### src/rtl/core/pps_pkg.sv
// shared types and constants for the packetizer with pair-swapped checksum
// used by every module in rtl/core; depends on nothing
`default_nettype none

package pps_pkg;

   localparam int MAX_PAYLOAD = 1024;
   localparam int BYTE_W      = 8;
   localparam int INDEX_W     = 10;
   localparam int LIMIT_W     = 11;
   localparam int SUM_W       = 32;

   localparam logic [LIMIT_W-1:0] MAX_LIMIT   = LIMIT_W'(MAX_PAYLOAD);
   localparam logic [LIMIT_W-1:0] RESET_LIMIT = LIMIT_W'(1024);
   localparam logic [LIMIT_W-1:0] MIN_LIMIT   = LIMIT_W'(1);

   localparam logic KIND_DATA      = 1'b0;
   localparam logic KIND_LAST_DATA = 1'b1;

   typedef struct packed {
      logic [BYTE_W-1:0] data_byte;
      logic              message_last;
   } req_type;

   typedef struct packed {
      logic [BYTE_W-1:0]       out_byte;
      logic [INDEX_W-1:0]      byte_index;
      logic                    packet_end;
      logic                    packet_kind;
      logic [LIMIT_W-1:0]      packet_length;
      logic signed [SUM_W-1:0] packet_checksum;
   } rsp_type;

   typedef struct packed {
      logic               advance;
      logic [INDEX_W-1:0] pos;
      logic               odd;
      logic               packet_end;
   } ctrl_type;

endpackage

`default_nettype wire

### src/rtl/core/pps_frame.sv
// framing control: payload limit register, byte position counter, end of packet
// depends on pps_pkg
`default_nettype none

module pps_frame
   import pps_pkg::*;
(
   input  wire logic               clock,
   input  wire logic               reset,
   input  wire logic               advance,
   input  wire logic               message_last,
   input  wire logic               csr_write_enable,
   input  wire logic [LIMIT_W-1:0] csr_write_data,
   output ctrl_type                ctrl
);

   logic [LIMIT_W-1:0] limit_ff;
   logic [INDEX_W-1:0] position_ff, position_in;
   logic [LIMIT_W-1:0] eff_limit;
   logic [LIMIT_W-1:0] next_count;
   logic               end_flag;

   always_comb begin
      eff_limit = limit_ff;
      if (limit_ff == '0) begin
         eff_limit = MIN_LIMIT;
      end else if (limit_ff > MAX_LIMIT) begin
         eff_limit = MAX_LIMIT;
      end
      next_count = {1'b0, position_ff} + LIMIT_W'(1);
      end_flag   = message_last || (next_count >= eff_limit);
      position_in = position_ff;
      if (advance) begin
         position_in = end_flag ? '0 : next_count[INDEX_W-1:0];
      end
   end

   always_ff @(posedge clock) begin
      if (reset) begin
         limit_ff    <= RESET_LIMIT;
         position_ff <= '0;
      end else begin
         if (csr_write_enable) begin
            limit_ff <= csr_write_data;
         end
         position_ff <= position_in;
      end
   end

   assign ctrl.advance    = advance;
   assign ctrl.pos        = position_ff;
   assign ctrl.odd        = position_ff[0];
   assign ctrl.packet_end = end_flag;

endmodule

`default_nettype wire

### src/rtl/core/pps_checksum.sv
// pair-swapped position-weighted checksum: held even byte and running sum
// depends on pps_pkg and the control from pps_frame
`default_nettype none

module pps_checksum
   import pps_pkg::*;
(
   input  wire logic              clock,
   input  wire logic              reset,
   input  wire ctrl_type          ctrl,
   input  wire logic [BYTE_W-1:0] data_byte,
   output logic signed [SUM_W-1:0] packet_checksum
);

   logic [BYTE_W-1:0]       held_ff, held_in;
   logic signed [SUM_W-1:0] sum_ff, sum_in;
   logic signed [BYTE_W:0]  operand;
   logic signed [LIMIT_W-1:0] pos_s;
   logic signed [BYTE_W+LIMIT_W:0] product;
   logic signed [SUM_W-1:0] weighted;
   logic signed [SUM_W-1:0] sum_next;

   // odd: held*pos + b*(pos-1) = (held+b)*pos - b
   always_comb begin
      if (ctrl.odd) begin
         operand = $signed({held_ff[BYTE_W-1], held_ff})
                 + $signed({data_byte[BYTE_W-1], data_byte});
      end else begin
         operand = $signed({data_byte[BYTE_W-1], data_byte});
      end
      pos_s    = $signed({1'b0, ctrl.pos});
      product  = operand * pos_s;
      weighted = SUM_W'(product);
      if (ctrl.odd) begin
         weighted = weighted - SUM_W'($signed(data_byte));
      end
      sum_next = sum_ff + weighted;

      sum_in  = sum_ff;
      held_in = held_ff;
      if (ctrl.advance) begin
         if (ctrl.packet_end) begin
            sum_in  = '0;
            held_in = '0;
         end else if (ctrl.odd) begin
            sum_in = sum_next;
         end else begin
            held_in = data_byte;
         end
      end
      packet_checksum = ctrl.packet_end ? sum_next : '0;
   end

   always_ff @(posedge clock) begin
      if (reset) begin
         held_ff <= '0;
         sum_ff  <= '0;
      end else begin
         held_ff <= held_in;
         sum_ff  <= sum_in;
      end
   end

endmodule

`default_nettype wire

### src/rtl/core/packetizer_pair_swap_checksum.sv
// packetizer with pair-swapped checksum: block top level
// Usage:
//   req channel (req_valid/req_ready/req_data) takes one message byte per item
//   with its message_last flag. rsp channel (rsp_valid/rsp_ready/rsp_data)
//   gives exactly one item per input byte: the byte, its index in the packet,
//   and on the closing byte the packet kind, length and 32-bit checksum.
//   csr_write_enable/csr_write_data write payload_limit (0 acts as 1, values
//   above 1024 act as 1024); write only while the block is idle.
// Path: an accepted byte enters the input register, which feeds the result register
//   driving rsp_valid; the checksum is one 9x11 multiply, a 32-bit subtract and add.
// Throughput: one item per cycle, sustained, while rsp_ready stays high.
// Reset: synchronous; clears both registers' valid, position, held byte and
//   running sum, and sets payload_limit to 1024.
// Stall: while rsp_ready is low the result holds; the input register still
//   takes one more item, then req_ready falls until the result is taken.
// depends on pps_pkg, pps_frame, pps_checksum
`default_nettype none

module packetizer_pair_swap_checksum
   import pps_pkg::*;
(
   input  wire logic               clock,
   input  wire logic               reset,
   input  wire logic               req_valid,
   output logic                    req_ready,
   input  wire req_type            req_data,
   output logic                    rsp_valid,
   input  wire logic               rsp_ready,
   output rsp_type                 rsp_data,
   input  wire logic               csr_write_enable,
   input  wire logic [LIMIT_W-1:0] csr_write_data
);

   logic     in_valid_ff, in_valid_in;
   req_type  in_data_ff;
   logic     rsp_valid_ff, rsp_valid_in;
   rsp_type  rsp_data_ff, rsp_data_in;
   logic     out_open;
   logic     advance;
   logic     req_fire;
   ctrl_type ctrl;
   logic signed [SUM_W-1:0] checksum;

   assign out_open  = !rsp_valid_ff || rsp_ready;
   assign advance   = in_valid_ff && out_open;
   assign req_ready = !in_valid_ff || advance;
   assign req_fire  = req_valid && req_ready;

   pps_frame u_frame (
      .clock            (clock),
      .reset            (reset),
      .advance          (advance),
      .message_last     (in_data_ff.message_last),
      .csr_write_enable (csr_write_enable),
      .csr_write_data   (csr_write_data),
      .ctrl             (ctrl)
   );

   pps_checksum u_checksum (
      .clock           (clock),
      .reset           (reset),
      .ctrl            (ctrl),
      .data_byte       (in_data_ff.data_byte),
      .packet_checksum (checksum)
   );

   always_comb begin
      in_valid_in = in_valid_ff;
      if (req_fire) begin
         in_valid_in = 1'b1;
      end else if (advance) begin
         in_valid_in = 1'b0;
      end
      rsp_valid_in = rsp_valid_ff;
      if (advance) begin
         rsp_valid_in = 1'b1;
      end else if (rsp_ready) begin
         rsp_valid_in = 1'b0;
      end

      rsp_data_in.out_byte        = in_data_ff.data_byte;
      rsp_data_in.byte_index      = ctrl.pos;
      rsp_data_in.packet_end      = ctrl.packet_end;
      rsp_data_in.packet_kind     = (ctrl.packet_end && in_data_ff.message_last)
                                    ? KIND_LAST_DATA : KIND_DATA;
      rsp_data_in.packet_length   = ctrl.packet_end
                                    ? ({1'b0, ctrl.pos} + LIMIT_W'(1)) : '0;
      rsp_data_in.packet_checksum = checksum;
   end

   always_ff @(posedge clock) begin
      if (reset) begin
         in_valid_ff  <= 1'b0;
         rsp_valid_ff <= 1'b0;
      end else begin
         in_valid_ff  <= in_valid_in;
         rsp_valid_ff <= rsp_valid_in;
      end
   end

   always_ff @(posedge clock) begin
      if (req_fire) begin
         in_data_ff <= req_data;
      end
      if (advance) begin
         rsp_data_ff <= rsp_data_in;
      end
   end

   assign rsp_valid = rsp_valid_ff;
   assign rsp_data  = rsp_data_ff;

endmodule

`default_nettype wire

### config.mk
export PLATFORM = sky130hd
export DESIGN_NAME = packetizer_pair_swap_checksum
export DESIGN_NICKNAME = d
export VERILOG_FILES = /design/src/rtl/core/pps_pkg.sv /design/src/rtl/core/pps_frame.sv /design/src/rtl/core/pps_checksum.sv /design/src/rtl/core/packetizer_pair_swap_checksum.sv
export SDC_FILE = /design/constraint.sdc
export NUM_CORES = 1
export LEC_CHECK = 0
export ABC_AREA = 1
export BUFFER_PORTS_ARGS = -buffer_cell sky130_fd_sc_hd__buf_2
export CAP_MARGIN = 30
export CELL_PAD_IN_SITES_DETAIL_PLACEMENT = 2
export CELL_PAD_IN_SITES_GLOBAL_PLACEMENT = 2
export CORE_MARGIN = 2
export CORE_UTILIZATION = 30
export CTS_BUF_LIST = sky130_fd_sc_hd__clkbuf_8
export DETAILED_ROUTE_END_ITERATION = 10
export PLACE_DENSITY = 0.66
export SETUP_SLACK_MARGIN = 0.5
export SYNTH_ARGS = -nofsm -noshare
export SYNTH_HDL_FRONTEND = slang
export SYNTH_SLANG_ARGS = --single-unit
### constraint.sdc
create_clock -name clock -period 11.3 [get_ports clock]
set_input_delay 1.695 -clock clock [delete_from_list [all_inputs] [get_ports clock]]
set_output_delay 1.695 -clock clock [all_outputs]
set_load 0.005 [all_outputs]
Word-level counts from Yosys, hierarchy flattened --
Cells that the tools add are included.
Storage, ports and cells: memory bits (writable) 0, word-level logic and storage cells 50, input bits 25, flip-flop bits (word level) 135, memories kept 0, bits in latches 0, memory bits (read-only) 0
Operators by class: $lt $le $gt $ge 2, equality and inequality tests 1, multiply operators 1, shift-type cells 0, $add $sub $neg 4, multiplexer cells 14, reductions and logical operators 14, bitwise gates (word level) 0, div/mod/pow operators 0
Operators with widths (number):
- $mux 32 | 3
- $add 32x32->32 | 1
- $mux 11 | 2
- $sub 20x8->21 | 1
- $mul 9x11->20 | 1
- $mux 8 | 2
- $add 10x1->11 const B | 1
- $ge 11x11->1 | 1
- $gt 11x11->1 const B | 1
- $logic_not 11->1 | 1
- $mux 10 | 1
- $add 8x8->9 | 1
- $mux 9 | 1
- $reduce_bool 2->1 | 3
- $mux 1 | 5
- $reduce_and 2->1 | 2
- $logic_and 1x1->1 | 3
- $logic_or 1x1->1 | 3
- $logic_not 1->1 | 2
- $ne 2x2->1 const B | 1

Depth between registers and ports, before layout --
depth in word-level cells 8, depth in mapped cells 57, mapped depth without buffers 57

Cells and area by module --
A second synthesis with hierarchy kept.
Unflattened totals: cells, all modules 1622, area total of the unflattened synthesis 12309.3 um2
By module, submodules not included:
- pps_checksum | times used 1, area an instance 8375.5 um2, seq. area each 800.8 um2, cells an instance 1258
- packetizer_pair_swap_checksum | times used 1, area an instance 2491.1 um2, seq. area each 2202.1 um2, cells an instance 134
- pps_frame | times used 1, area an instance 1442.6 um2, seq. area each 420.4 um2, cells an instance 230

Least setup slack after synthesis --
OpenSTA, ideal clock, no wires.
path type flip-flop to flip-flop, from register in_data_ff[1] in the netlist's numbering, to register rsp_data_ff, in the netlist rsp_data[30] (data pin), period minus slack after synthesis 8.565 ns, arrival time 8.310 ns, setup slack 2.735 ns, setup time 0.255 ns, cell stages (with the launch flop) 53, required time 11.045 ns, cell sequence edfxtp_1 -> ha_1 -> inv_1 -> fa_1 -> inv_1 -> nand2_1 -> nand2_1 -> a21oi_1 -> nor2_1 -> o21ai_1 -> nand2_1 -> nand2_1 -> nand3_1 -> inv_1 -> nor2_2 -> inv_1 -> nand2_1 -> fa_1 -> (+17 left out) -> nand2_1 -> nor2_1 -> nand2_1 -> nor2_1 -> nand2_1 -> nand3_1 -> nand2_1 -> nand3_1 -> nand2_1 -> inv_1 -> ha_1 -> a21o_1 -> a31oi_1 -> o21ai_0 -> a21oi_1 -> nand2_1 -> xor2_1 -> and2_1
On the way: word-level cells in the longest chain between the ends 6
Ends and longest elaborated chain:
- from (decl) | RTL line packetizer_pair_swap_checksum.sv:35 | req_type in_data_ff;
- from (signal assigned) | RTL line packetizer_pair_swap_checksum.sv:103 | in_data_ff <= req_data;
- $add 8x8->9 | RTL line pps_checksum.sv:27 | + $signed({data_byte[BYTE_W-1], data_byte});
- $mux 9 | RTL line pps_checksum.sv:25 | if (ctrl.odd) begin
- $mul 9x11->20 | RTL line pps_checksum.sv:32 | product = operand * pos_s;
- $sub 20x8->21 | RTL line pps_checksum.sv:35 | weighted = weighted - SUM_W'($signed(data_byte));
- $mux 32 (*) | RTL line pps_checksum.sv:34 | if (ctrl.odd) begin
- $add 32x32->32 (*) | RTL line pps_checksum.sv:37 | sum_next = sum_ff + weighted;
- to (signal assigned) | RTL line packetizer_pair_swap_checksum.sv:106 | rsp_data_ff <= rsp_data_in;
- to (decl) | RTL line packetizer_pair_swap_checksum.sv:37 | rsp_type rsp_data_ff, rsp_data_in;
Mark *: on every way between the ends. The rest lies on a longest branch, timed or not. A chain may end at the register's enable or synchronous reset.

Worst setup path after layout --
from register in_data_ff[1] in the netlist's numbering, to register rsp_data_ff, in the netlist rsp_data[31] (data pin)
Same word-level chain as after synthesis.

==> run metrics <==
status=completed; Reg clk slew, reported paths=90 ps; Hold Path Class=reg2reg; wire length of the first global-routing pass=65.16 mm; Max-cap violations=0; number of buffers created by CTS=17; fraction of final layout cells sized beyond drive strength 1=10.67%; routability cong.=0.8417; Mapped Area=11960 µm²; sum of negative setup slack=0 ps; Pre-Repair DR Iteration Count=5; library cell occupying the most area in the post-synthesis netlist=edfxtp_1; fraction of synthesized cell area taken by the top area cell type=18.08%; most common flop cell mapped by yosys=edfxtp_1; n_diodes=0; maximum buffer depth of the clock tree=2; crit end category=register; worst path bufs/invs=9; CP top delay family=adder cells; via count of the routed design=10650; filler cell count=4633; Setup Crit Path Kind=reg2reg; longest individual stage delay on the worst path=540 ps; combined area of the multi-input logic cells=7522 µm²; synth cell count leaders=nand2_1, inv_1, nor2_1; RSZ-0062 raised after global routing=true; Port-buffer cells=89; global-route congestion overflow total=0; Routed Antenna Nets=0; number of core rows=73; Sinks on Clock Net=135; post-route total power=1389 µW; number of nets in the layout=1843; CTS tree=done; time the final worst path needs with I/O delays and setup=10030 ps; num ports=90; number of library cell types mapped by synthesis=53; WL/cell=19.14 µm; final non-filler cell area=13350 µm²; number of enable-type register cells in the synthesized netlist=72; total detailed-routing wirelength=41.45 mm; actual slew at the worst max-slew pin=950.3 ps; number of antenna violations at the first check in global routing=1; vertical extent of the die=203.7 µm; Final Skew=22.11 ps; number of synthesized register bits=135; post-detailed-route via-to-cell ratio=4.918; number of global-route vias before repair=11690; worst supply voltage drop on vdd=0.06774 mV; drt initial violations=392; insertion delay to the later sink of the worst-skew pair=500 ps; number of pins with negative max-slew slack in the final report=0; final setup vio count=0; Critical Path RT=11520 ps; number of hold violations in the final report=0; library cell with the highest instance count after synthesis=nand2_1; Syn Nets=1767; CTS root buffer=clkbuf_8; Worst Path Arrival=10250 ps; Leakage=0.006601 µW; cell count after synthesis=1551; dominant cells by area after synthesis=edfxtp_1, ha_1, nand2_1; H-tree levels=4; storage element area=3423 µm²; average cell area after synthesis=7.710 µm²; share of the yosys chip area belonging to registers=28.63%; number of warnings reported in the yosys synthesis log=0; Chip Width=203.7 µm; Post-DP HPWL=33.72 mm; final worst path period share=88.78%; Pwr per Cell Area=104.1 nW/µm²; final core utilization=33.74%; tightest slew margin relative to the limit=36.64%; Die Footprint=41480 µm²; peak clock frequency supported by timing=99.68 MHz; share of synthesized flip-flops with an asynchronous set or reset=0%; Layout Area Growth over Synthesis=11.59%; number of design rule violations left after detail routing=0; library cell contributing the largest single delay on the critical path=fa_1; pin count of the biggest net entering global routing=65; cell with the most instances on the worst path=nand2_1; total routing resource utilization after global routing=20.37%; hold buffers post-CTS=0; Post-DP Area=12890 µm²; startpoint type of the worst setup path=register; core outline area=39550 µm²; critical path fanouts, max=8; starting utilization of the core area=30.24%
-- area by class of cell --
| cell class | instances | share of cell area, % |
|---|---|---|
| clock buffer | 17 | 1.753 |
| multi-input combinational | 1154 | 56.37 |
| inverter | 225 | 6.375 |
| tap | 525 | 4.922 |
| clock inverter | 15 | 1.219 |
| sequential | 135 | 25.65 |
| timing repair buffer | 94 | 3.713 |
-- through the flow --
stage               setup slack, ps  hold WS, ps  cells
global placement               1233        455.7   2132
floorplan                      2735        402.9   1551
detailed placement            855.2        470.6   2132
finish                         1268        478.7   2165
global route                  469.7        502.8   2165
CTS                           840.8        485.6   2164
-- cell families (layout without fill, tap and decap cells) --
kind of cell	Yosys count	count (layout)	synth area share, %
AND/OR/NAND/NOR	694	694	24.79
AO/OA/AOI/OAI	221	221	10.48
flip-flops	135	135	28.63
XOR/XNOR	48	48	3.515
adder cells (fa/ha/maj)	191	191	23.75
buffers and inverters	262	351	8.841
-- repair_timing --
item,CTS,global route
setup buffers,0,1
endpoints found under the setup margin,0,22
gates resized for setup,0,10
-- path summary, 6_finish.rpt --
path | from | to | slack, ps | cells after the start
worst max-delay path | in_data_ff[1]$_DFFE_PP_ | rsp_data[31]$_SDFFCE_PN0P_ | 1270 | 52
worst min-delay path | u_checksum.sum_ff[30]$_SDFFE_PP0P_ | u_checksum.sum_ff[30]$_SDFFE_PP0P_ | 480 | 2
worst max register to register | in_data_ff[1]$_DFFE_PP_ | rsp_data[31]$_SDFFCE_PN0P_ | 1270 | 52
worst min register to register | u_checksum.sum_ff[30]$_SDFFE_PP0P_ | u_checksum.sum_ff[30]$_SDFFE_PP0P_ | 480 | 2
-- layout by cell type, fill, tap and decap left out, types with 2 or more instances in the layout --
cell type,n
clkinv_2,2
nand2_2,4
or2_2,4
nand2_1,353
and2_1,9
a211oi_1,2
nand4_1,16
bufinv_16,3
inv_1,220
nor2_1,174
buf_2,89
nand3_1,97
o21bai_1,8
buf_4,4
nor2_4,4
o21ai_1,7
nor3_1,7
nor4_1,5
a31oi_1,10
a21oi_2,9
a21o_1,12
clkinvlp_4,5
inv_2,4
fa_1,60
dfxtp_1,63
clkinv_1,3
xor2_1,32
clkbuf_8,17
edfxtp_1,72
nand3_2,13
ha_1,130
a21oi_1,102
xnor2_1,15
o21a_1,2
o21ai_0,57
nor2_2,2
-- state kept, by name, summed over array words and instances (netlist names) --
signal	flops
u_frame.limit_ff	11
in_valid_ff	1
in_data_ff	9
u_checksum.held_ff	8
rsp_valid	1
u_frame.position_ff	10
rsp_data	63
u_checksum.sum_ff	32
-- worst reg2reg max path, delay by kind of cell (launching register included) --
| family | cells | cell delay [ps] |
|---|---|---|
| adder cells (fa/ha/maj) | 10 | 4230 |
| AND/OR/NAND/NOR | 24 | 2680 |
| AO/OA/AOI/OAI | 8 | 1450 |
| buffers and inverters | 9 | 740 |
| flip-flops | 1 | 430 |
| XOR/XNOR | 1 | 240 |
-- report_power, final --
group	switching (µW)	leakage [µW]	internal, µW
Clock	215	0.000195	214
Combinational	278	0.00521	127
Sequential	11.2	0.00119	543
Total	504	0.00660	884
-- routing by layer --
| layer | global-route usage, % | vias up | share of wire (%) | wire length, µm |
|---|---|---|---|---|
| met1 | 26.39 | 5335 | 46 | 19200 |
| met5 | 0 | - | 0 | 0 |
| met4 | 4.015 | 0 | 1.2 | 516 |
| met2 | 36.14 | 93 | 50 | 20820 |
| li1 | - | 5197 | - | - |
| met3 | 2.748 | 23 | 2.2 | 916 |
No activity file was read; power rests on OpenSTA's default activity.
